`config.mk`:
```
export PLATFORM = sky130hd
export DESIGN_NAME = fr_ram
export DESIGN_NICKNAME = d
export VERILOG_FILES = /design/src/hw/rtl/fragment_reassembler_defines.svh /design/src/hw/rtl/fr_ram.sv
export SDC_FILE = /design/constraint.sdc
export NUM_CORES = 1
export LEC_CHECK = 0
export ABC_CLOCK_PERIOD_IN_PS = 2650
export BUFFER_PORTS_ARGS = -buffer_cell sky130_fd_sc_hd__buf_2
export CAP_MARGIN = 20
export CORE_ASPECT_RATIO = 0.8
export CORE_MARGIN = 5
export CORE_UTILIZATION = 35
export DETAILED_ROUTE_END_ITERATION = 16
export PLACE_DENSITY = 0.51
export RECOVER_POWER = 50
export SLEW_MARGIN = 5
export SYNTH_ARGS = -nofsm -noshare
export SYNTH_HDL_FRONTEND = slang
export SYNTH_SLANG_ARGS = --single-unit
export TNS_END_PERCENT = 10
```
`constraint.sdc`:
```
create_clock -name i_clk -period 2.65 [get_ports i_clk]
set_input_delay 0.53 -clock i_clk [delete_from_list [all_inputs] [get_ports i_clk]]
set_output_delay 0.53 -clock i_clk [all_outputs]
set_load 0.05 [all_outputs]
```
`src/hw/rtl/fragment_reassembler_defines.svh`:
```
// assertion macros for the fragment reassembler
// used by fragment_reassembler.sv, expects i_clk and i_rst_n in scope
`ifndef FRAGMENT_REASSEMBLER_DEFINES_SVH
`define FRAGMENT_REASSEMBLER_DEFINES_SVH

// same-cycle implication, checked out of reset
`define FR_ASSERT_NOW(label, ante, cons, msg) \
    label: assert property (@(posedge i_clk) disable iff (!i_rst_n) (ante) |-> (cons)) \
        else $error(msg);

// next-cycle implication, checked out of reset
`define FR_ASSERT_NEXT(label, ante, cons, msg) \
    label: assert property (@(posedge i_clk) disable iff (!i_rst_n) (ante) |=> (cons)) \
        else $error(msg);

`endif

```
`src/hw/rtl/fr_ram.sv`:
```
// generic single-write, single-read ram with registered read data
// no dependencies
`default_nettype none
module fr_ram #(
    parameter int WIDTH = 8,
    parameter int DEPTH = 32
) (
    input  wire logic                     i_clk,
    input  wire logic                     i_we,
    input  wire logic [$clog2(DEPTH)-1:0] i_waddr,
    input  wire logic [WIDTH-1:0]         i_wdata,
    input  wire logic [$clog2(DEPTH)-1:0] i_raddr,
    output logic      [WIDTH-1:0]         o_rdata
);
    logic [WIDTH-1:0] r_mem [DEPTH];

    always_ff @(posedge i_clk) begin
        if (i_we) begin
            r_mem[i_waddr] <= i_wdata;
        end
        o_rdata <= r_mem[i_raddr];
    end
endmodule
`default_nettype wire

```
== Yosys cells after proc, flatten, opt, wreduce, memory -nomap -nowiden ==
Memories as Yosys holds them, arrays and structs flattened. A register that Yosys moved wholly into a read port is not among the register bits.
Cells that the tools add are included.

* Muxes and demuxes: 2

{| class="wikitable"
|+ Operator list
! operator !! number
|-
| two-way mux 1 bit || 2
|}

* Memories kept: 1
* Register bits after elaboration: 0
* Word-level logic and storage cells: 3
* Output and inout bits: 8
* Memory bits (writable): 256

{| class="wikitable"
|+ Memories
! memory !! words !! bits a word !! rd ports !! clocked after Yosys merged registers in !! write ports !! RTL line !! source
|-
| r_mem || 32 || 8 || 1 || 1 || 1 || fr_ram.sv:15 || <nowiki>logic [WIDTH-1:0] r_mem [DEPTH];</nowiki>
|}

== Longest topological paths before layout ==
Gate-level depths: netlist of run 1.

* Depth in word-level cells: 2
* Gate-level depth with buffers: 5

== Least setup slack after synthesis of run 1 ==
Ideal clock, no wire load.

* Path type: input to register
* From: input i_raddr[2]
* To: register o_rdata[0] (read register of r_mem)
* Setup time: 0.121 ns
* Stages: 5
* Slack: 0.318 ns
* Buffers on the path: 2
* Arrival time: 2.212 ns
* Cell sequence: clkbuf_1 > clkbuf_1 > mux4_2 > mux4_2 > mux2_2

{| class="wikitable"
|+ RTL lines
! what !! RTL line !! source
|-
| start: declaration || fr_ram.sv:12 || <nowiki>input wire logic [$clog2(DEPTH)-1:0] i_raddr,</nowiki>
|-
| end: declaration || fr_ram.sv:13 || <nowiki>output logic [WIDTH-1:0] o_rdata</nowiki>
|}

==> results.yml, run 1 <==
placed_design:
  io_buffers: 27
  dp_hpwl_mm: 15.0
  gp_congestion: 0.764
  place_inst: 841
timing:
  slew_viol_final: 99
  period_needed_ps: 1970
  max_freq_ghz: 0.509
  max-slew-margin-rel_pct: -5.77
  worst_pin_slew_ps: 1590
  setup_viol: 0
  post-route-period-util_pct: 74.2
  hold_ws_ps: 481
  hold_viol: 0
  rsz0062_at_grt: "false"
  fin_skew_ps: 12.9
  finalSetupTns_ps: 0
setup_path:
  path_buf_inv: 2
  required_ps: 3050
  cp-start-kind: "primary input"
  cp_common_cell: "mux4_2"
  max_stage_delay_ps: 580
  arrival_ps: 2370
  path_depth: 5
  worst-setup-path-type: "in2reg"
  crit_path_max_fanout: 17
  cp_slowest_cell: "mux4_2"
  crit_chain: "buf_4 > buf_12 > mux4_2 > mux4_2 > mux2_2"
  worst_r2r_path_depth: 3
  cp-end-kind: "register"
  cp_top_family: "multiplexers"
finish:
  stdcell_count: 889
  drive_above_1_share_pct: 37.4
  antenna_cells: 0
  final_nets: 519
  areaGrowthSynthToFinish_pct: 17.1
clocking:
  root_buffer: "clkbuf_16"
  cts_resized: 0
  insertion_delay_ps: 520
  cts.path.max_buffers: 3
  cts-hold-fix-buffers: 0
  cts_setup_buffers: 0
  cts.sinks: 264
  tritoncts: "done"
  cts_buffers: 26
  clkTransAtPathRegs_ps: 60
  htreeDepth: 1
floorplanning:
  coreArea_um2: 28300
  start_util_pct: 35.5
  die_h_um: 162
  dieWidth_um: 199
  io_pins: 28
  die-area_um2: 32200
  rows: 55
global_route:
  grt_overflow: 0
  grtUsageTotal_pct: 14.2
  grt_antenna_before_repair: 0
  grt_max_degree: 48
  grt_pass1_vias: 4716
  grt_pass1_wl_mm: 33.2
synthesis:
  ys_seq_area_share_pct: 78.1
  yosys_warnings: 0
  muxShareOfSynthArea_pct: 18.8
  yosys.area.top_type: "edfxtp_1"
  synth_seq_cells: 264
  synthTopCellsByArea: "edfxtp_1 76%, mux4_2 18%, dfxtp_1 1.6%"
  yosys.area_share.simple_pct: 2.07
  synth_area_um2: 10100
  synth_xor_area_share_pct: 0
  postSynthCellCount: 417
  synth_top_area_share_pct: 76.5
  ys_types: 15
  syn-num-nets: 437
  syn_avg_cell_area_um2: 24.1
  synth_top_family_by_area: "multiplexers"
  synth_fa_ha_area_share_pct: 0
  synth_compound_area_share_pct: 0
power:
  comb_power_share_pct: 5.8
  power_frac_seq_pct: 53.6
  ir_worst_vdd_mv: 0.443
  swShare_pct: 20.6
  power_frac_clock_pct: 40.6
  totalPowerFinal_mw: 8.72
  powerDensity_nw_per_um2: 740
  p_sw_mw: 1.80
  internal_power_mw: 6.92
  p_leak_nw: 3.73
route:
  routedWlPerCell_um: 25.5
  vias_per_cell: 5.19
  vias: 4613
  routed_wl_mm: 22.7
  drtIter0Drc: 330
  antenna_left: 0
  drc: 0
  first_pass_iters: 5
hold_path:
  hold_path.class: "in2reg"
  whs_path_depth: 2
job:
  max_cap_viol_count: 3
run_status:
  violations: "capacitance limit, slew limit"
  status: "complete, but fails checks"
==> cell usage after synthesis (all sizes together) <==
master	count
mux4	80
buf	14
clkbuf	6
nor2	33
dfxtp	8
nand3	2
or3	1
edfxtp	256
nand3b	5
nand2	1
mux2	8
or3b	3
==> per-stage QoR <==
step	worst slack (ps)	utilization (%)	area [um2]
after global routing	643	41.6	11800
after CTS	658	41.7	11800
after detailed placement	119	38.8	11000
after floorplan	318	-	10100
after global placement	119	38.8	11000
final	685	41.6	11800
==> registers in the layout (all words and copies together) (netlist names) <==
signal   flops
r_mem      256
o_rdata      8
==> worst register-to-register path, stage by stage (launching register included) <==
cell      delay, ps
edfxtp_1        350
mux4_2          540
mux4_2          550
mux2_2          290
==> layer usage <==
layer,routed length [um],track usage [%],up-vias
met4,377,2.81,0
met1,10900,23.1,2496
li1,-,-,1942
met3,1360,2.77,27
met2,10000,20.0,148
met5,0,0,-
==> placed cells by master (no fill, tap or decap) <==
| cell type | n |
|---|---|
| clkinvlp_4 | 1 |
| clkbuf_1 | 18 |
| clkbuf_16 | 27 |
| clkbuf_8 | 4 |
| buf_2 | 17 |
| buf_4 | 41 |
| nor2_1 | 33 |
| nand3b_1 | 5 |
| clkinv_2 | 7 |
| nand2_1 | 1 |
| bufinv_16 | 1 |
| buf_12 | 5 |
| dfxtp_1 | 8 |
| or3_1 | 1 |
| nand3_1 | 2 |
| mux4_2 | 80 |
| clkinv_1 | 1 |
| edfxtp_1 | 256 |
| or3b_2 | 3 |
| mux2_2 | 8 |
==> cell type report <==
| type | count | area (um2) |
|---|---|---|
| Clock buffer | 38 | 757 |
| Timing Repair Buffer | 74 | 534 |
| Clock inverter | 10 | 76.3 |
| Multi-Input combinational cell | 133 | 2100 |
| Fill cell | 2430 | 16500 |
| Tap cell | 370 | 463 |
| Sequential cell | 264 | 7850 |
==> power by group through the flow <==
stage                     clock network, mW  registers, mW  logic, mW
after floorplan                           0           4.80      0.247
after global placement                    0           4.76      0.519
after detailed placement                  0           4.76      0.524
after CTS                              3.63           4.67      0.525
after global routing                   3.82           4.68      0.546
final                                  3.54           4.67      0.510
==> worst paths after layout <==
| kind | slack, ps | from | to |
|---|---|---|---|
| max | 680 | i_raddr[0] | o_rdata[5] |
| min | 480 | i_raddr[3] | o_rdata[0] |
| max reg2reg | 810 | r_mem[13][5] | o_rdata[5] |
| min reg2reg | 900 | r_mem[2][5] | o_rdata[5] |
==> cell families (layout without fill, tap and decap cells) <==
family        Yosys count  count (layout)
buf+inv                20             122
flops                 264             264
mux                    88              88
simple gates           45              45
Power figures use the tool's default switching activity.
==> run 2, diff against run 1 <==
- ABC_CLOCK_PERIOD_IN_PS: 2650 -> 2000
- clock period: 2.65 -> 2 ns (I/O delays scaled with it)
==> run 2 against run 1 <==
Compared with the run above:
- wire length is 3.6% lower
- sequential share of layout area hardly changed
- the run still ends with capacitance limit, slew limit left
- die area stayed put
- global-route usage is 0.60 points lower
- clock skew is 1.8 ps lower
- register-to-register slack worse by 650 ps
- first-iteration DRC count is 27% higher
- hold slack worse by 130 ps
- critical path type is now reg2reg
- largest power group unchanged
- critical path depth is 2 lower
- non-clock buffer count is 2 higher
==> results.yml, run 2 (synthesis gave the netlist of run 1 again) <==
placed_design:
  io_buffers: 27
  pre_cts_slack_ps: -383
  place_inst: 843
  dp_hpwl_mm: 13.9
  gp_congestion: 0.746
floorplanning:
  dieWidth_um: 199
  coreArea_um2: 28300
  die_h_um: 162
  start_util_pct: 35.5
  die-area_um2: 32200
  rows: 55
  io_pins: 28
power:
  swShare_pct: 20.5
  power_frac_seq_pct: 53.8
  internal_power_mw: 9.12
  ir_worst_vdd_mv: 0.514
  p_sw_mw: 2.35
  powerDensity_nw_per_um2: 974
  comb_power_share_pct: 6.0
  power_frac_clock_pct: 40.2
  p_leak_nw: 3.72
timing:
  rsz0062_at_grt: "false"
  slew_viol_final: 131
  setup_slack_ps: 161
  hold_ws_ps: 352
  post-route-period-util_pct: 92.0
  max_freq_ghz: 0.544
  worst_pin_slew_ps: 1570
  fin_skew_ps: 11.1
  period_needed_ps: 1840
  finalSetupTns_ps: 0
  max-slew-margin-rel_pct: -4.65
  setup_viol: 0
  hold_viol: 0
route:
  vias: 4593
  drc: 0
  drtIter0Drc: 418
  vias_per_cell: 5.17
  antenna_left: 0
  first_pass_iters: 5
  routedWlPerCell_um: 24.6
  routed_wl_mm: 21.8
global_route:
  grt_overflow: 0
  grt_pass1_wl_mm: 32.2
  grt_pass1_vias: 4680
  grtUsageTotal_pct: 13.6
  grt_antenna_before_repair: 1
  grt_max_degree: 35
setup_path:
  cp-end-kind: "register"
  reg2reg_to: "o_rdata[7]"
  max_stage_delay_ps: 530
  worstReg2RegStart: "r_mem[29][7]"
  cp_slowest_cell: "mux4_2"
  arrival_ps: 2240
  required_ps: 2400
  worst-setup-path-type: "reg2reg"
  crit_path_max_fanout: 1
  cp_common_cell: "mux4_2"
  cp-start-kind: "register"
  crit_chain: "mux4_2 > mux4_2 > mux2_2"
  worst_r2r_path_depth: 3
  rrSetupSlack_ps: 160
finish:
  largest-register: "r_mem"
  drive_above_1_share_pct: 36.9
  layout_common_cells: "256 x edfxtp_1, 80 x mux4_2, 42 x buf_4, 33 x nor2_1, 27 x clkbuf_16"
  layout_commonest_cell: "edfxtp_1"
  largest_reg_flops: 256
  num-fill-cells: 2415
  areaGrowthSynthToFinish_pct: 17.2
  final_nets: 521
  antenna_cells: 0
  largestRegisters: "r_mem x256, o_rdata x8"
  stdcell_count: 888
run_status:
  status: "complete, but fails checks"
  violations: "capacitance limit, slew limit"
clocking:
  cts.path.max_buffers: 3
  tritoncts: "done"
  cts_setup_buffers: 0
  cts_buffers: 26
  cts.sinks: 264
  root_buffer: "clkbuf_16"
  cts-hold-fix-buffers: 0
  clkTransAtPathRegs_ps: 60
  insertion_delay_ps: 520
  cts_resized: 0
  htreeDepth: 1
hold_path:
  hold_path.class: "in2reg"
  hp-start: "i_raddr[3]"
  whs_path_depth: 2
  whs_endpoint: "o_rdata[3]"
job:
  max_cap_viol_count: 6
-- run 2: changes by cell type in the layout (fill, tap and decap cells not counted), sizes merged --
cell / change
buf: +2
clkbuf: -1
clkinv: -2
-- run 2: how the worst max path moves through the flow --
stage / cells past startpoint / start / to / slack (ps)
4_1_cts: 3 / r_mem[29][7] / o_rdata[7] / 150
6_report: 3 / r_mem[29][7] / o_rdata[7] / 160
3_5_place_dp: 5 / i_raddr[0] / o_rdata[6] / -380
2_1_floorplan: 5 / i_raddr[0] / o_rdata[0] / 3
5_1_grt: 5 / i_raddr[0] / o_rdata[1] / 100
3_3_place_gp: 5 / i_raddr[0] / o_rdata[6] / -380
-- run 2: power by group through the flow --
stage | Combinational [mW] | Sequential, mW | Clock, mW
after floorplan | 0.354 | 6.37 | 0
after detailed placement | 0.705 | 6.29 | 0
after CTS | 0.707 | 6.17 | 4.74
after global placement | 0.694 | 6.29 | 0
after global routing | 0.734 | 6.18 | 4.98
final | 0.688 | 6.18 | 4.61
-- run 2: routing by layer --
metal  routed length (um)  up-vias  GRT usage [%]
li1                     -     1942              -
met1                10400     2498           21.5
met2                 9990      125           20.3
met3                 1130       28           2.06
met4                  357        0           2.81
met5                    0        -              0
-- run 2: final cells by class --
| cell class | instances | area (um2) | share of cell area, % |
|---|---|---|---|
| clock inverter | 8 | 63.8 | 0.542 |
| timing repair buffer | 76 | 562 | 4.77 |
| multi-input combinational | 133 | 2100 | 17.8 |
| sequential | 264 | 7850 | 66.6 |
| clock buffer | 37 | 743 | 6.31 |
| tap | 370 | 463 | 3.93 |
-- run 2: worst max-delay path: cells and delay by family, from the launching register on --
kind | cells | cell delay [ps]
flops | 1 | 370
mux | 3 | 1340
-- run 2: metrics by stage --
step	util [%]	cell area, um2	power, mW
3_5_place_dp	38.9	11000	7.00
5_1_grt	41.6	11800	11.9
4_1_cts	41.7	11800	11.6
3_3_place_gp	38.9	11000	6.98
2_1_floorplan	-	10200	6.72
6_report	41.6	11800	11.5
==> run 3, diff against run 2 <==
- HOLD_SLACK_MARGIN: default -> 0.06
- REMOVE_ABC_BUFFERS: default -> 1
- SETUP_SLACK_MARGIN: default -> 0.2
==> run 3 against run 2 <==
Compared with the run above:
- the run still ends with capacitance limit, slew limit left
- non-clock buffer count decreased by 4
- first-iteration DRC count down 4.3%
- clock power rose by 4%
- register-to-register slack about the same
- clock skew fell by 3.6 ps
- critical path type unchanged
- critical endpoint is now o_rdata[0]
- largest cell class unchanged
- largest power group unchanged
==> results.yml, run 3 (synthesis gave the netlist of run 1 again) <==
run_status:
  status: "complete, but fails checks"
  violations: "capacitance limit, slew limit"
power:
  ir_worst_vdd_mv: 0.642
  powerDensity_nw_per_um2: 991
  p_leak_nw: 3.74
  totalPowerFinal_mw: 11.7
placed_design:
  gp_congestion: 0.739
  dpl-instance-area_um2: 11000
  dp_hpwl_mm: 14.8
  io_buffers: 27
  place_inst: 839
floorplanning:
  die_h_um: 162
  coreArea_um2: 28300
  dieWidth_um: 199
  start_util_pct: 35.5
  io_pins: 28
  die-area_um2: 32200
  rows: 55
global_route:
  grt_max_degree: 34
  grt_antenna_before_repair: 2
  grtUsageTotal_pct: 14.7
  grt_pass1_vias: 4827
  grt_pass1_wl_mm: 34.4
  grt_overflow: 0
timing:
  hold_viol: 0
  max-slew-margin-rel_pct: -6.54
  max_freq_ghz: 0.544
  setup_viol: 0
  slew_viol_final: 131
  worst_pin_slew_ps: 1600
  hold_ws_ps: 362
  post-route-period-util_pct: 91.8
  fin_skew_ps: 7.49
  period_needed_ps: 1840
  rsz0062_at_grt: "true"
route:
  vias: 4640
  vias_per_cell: 5.23
  first_pass_iters: 5
  drc: 0
  routedWlPerCell_um: 26.4
  routed_wl_mm: 23.4
  drtIter0Drc: 400
  antenna_left: 0
finish:
  antenna_cells: 0
  layout_commonest_cell: "edfxtp_1"
  largest-register: "r_mem"
  num-fill-cells: 2412
  final_cell_area_um2: 11800
  drive_above_1_share_pct: 36.4
  largest_reg_flops: 256
  regArea_um2: 7850
  stdcell_count: 887
  multi_input_area_um2: 2110
  areaGrowthSynthToFinish_pct: 17.3
  largestRegisters: "r_mem x256, o_rdata x8"
  layout_common_cells: "256 x edfxtp_1, 80 x mux4_2, 39 x buf_4, 33 x nor2_1, 27 x clkbuf_16"
  final_nets: 517
clocking:
  insertion_delay_ps: 520
  htreeDepth: 1
  cts.sinks: 264
  cts.path.max_buffers: 3
  clkTransAtPathRegs_ps: 60
  root_buffer: "clkbuf_16"
  tritoncts: "done"
  cts_buffers: 26
setup_path:
  crit_path_max_fanout: 1
  cp_slowest_cell: "mux4_2"
  required_ps: 2400
  cp_top_family: "multiplexers"
  max_stage_delay_ps: 560
  path_buf_inv: 0
  cp_common_cell: "mux4_2"
  cp-end-kind: "register"
  crit_chain: "mux4_2 > mux4_2 > mux2_4"
  cp-start-kind: "register"
  arrival_ps: 2240
  worst-setup-path-type: "reg2reg"
job:
  max_cap_viol_count: 5
hold_path:
  hold_path.class: "in2reg"
[run 3: path summary, 6_finish.rpt]
path                start         end  slack, ps  cells after the start
max          r_mem[29][0]  o_rdata[0]        160                      3
min            i_raddr[3]  o_rdata[0]        360                      2
max reg2reg  r_mem[29][0]  o_rdata[0]        160                      3
min reg2reg   r_mem[7][0]  o_rdata[0]        910                      3
[run 3: final cells by class]
type	count	share of cell area (%)
clock buffers	34	5.95
clock inverters	14	1.17
repair buffers	72	4.54
flip-flops and latches	264	66.5
multi-input cells	133	17.9
well taps	370	3.92
[run 3: stage by stage]
step / worst slack, ps / utilization, % / TNS (ps)
floorplan: 284 / - / 0
global placement: -368 / 38.8 / -2620
detailed placement: -361 / 38.8 / -2580
CTS: 170 / 41.7 / 0
global route: 149 / 41.7 / 0
finish: 163 / 41.7 / 0
[run 3: metal layers]
metal / track usage, % / vias to the layer above / share of wire (%)
met1: 24.1 / 2537 / 49
met2: 20.8 / 133 / 43
met5: 0 / - / 0
met3: 2.71 / 30 / 6.2
met4: 2.31 / 0 / 1.4
li1: - / 1940 / -
[run 3: power breakdown]
part	leakage, nW	switching [mW]	total [mW]	internal (mW)
logic	0.951	0.422	0.698	0.275
clock network	0.412	1.96	4.81	2.85
registers	2.37	0.0293	6.19	6.16
[run 3: what timing repair did]
action                     4_1_cts  5_1_grt
setup endpoints to repair        6        8
buffers inserted                 0        0
gates resized for setup          2        1
hold buffers                     0        0
[run 3: worst register-to-register path, stage by stage, from the launching register on]
cell      delay (ps)
edfxtp_1         370
mux4_2           560
mux4_2           520
mux2_4           270
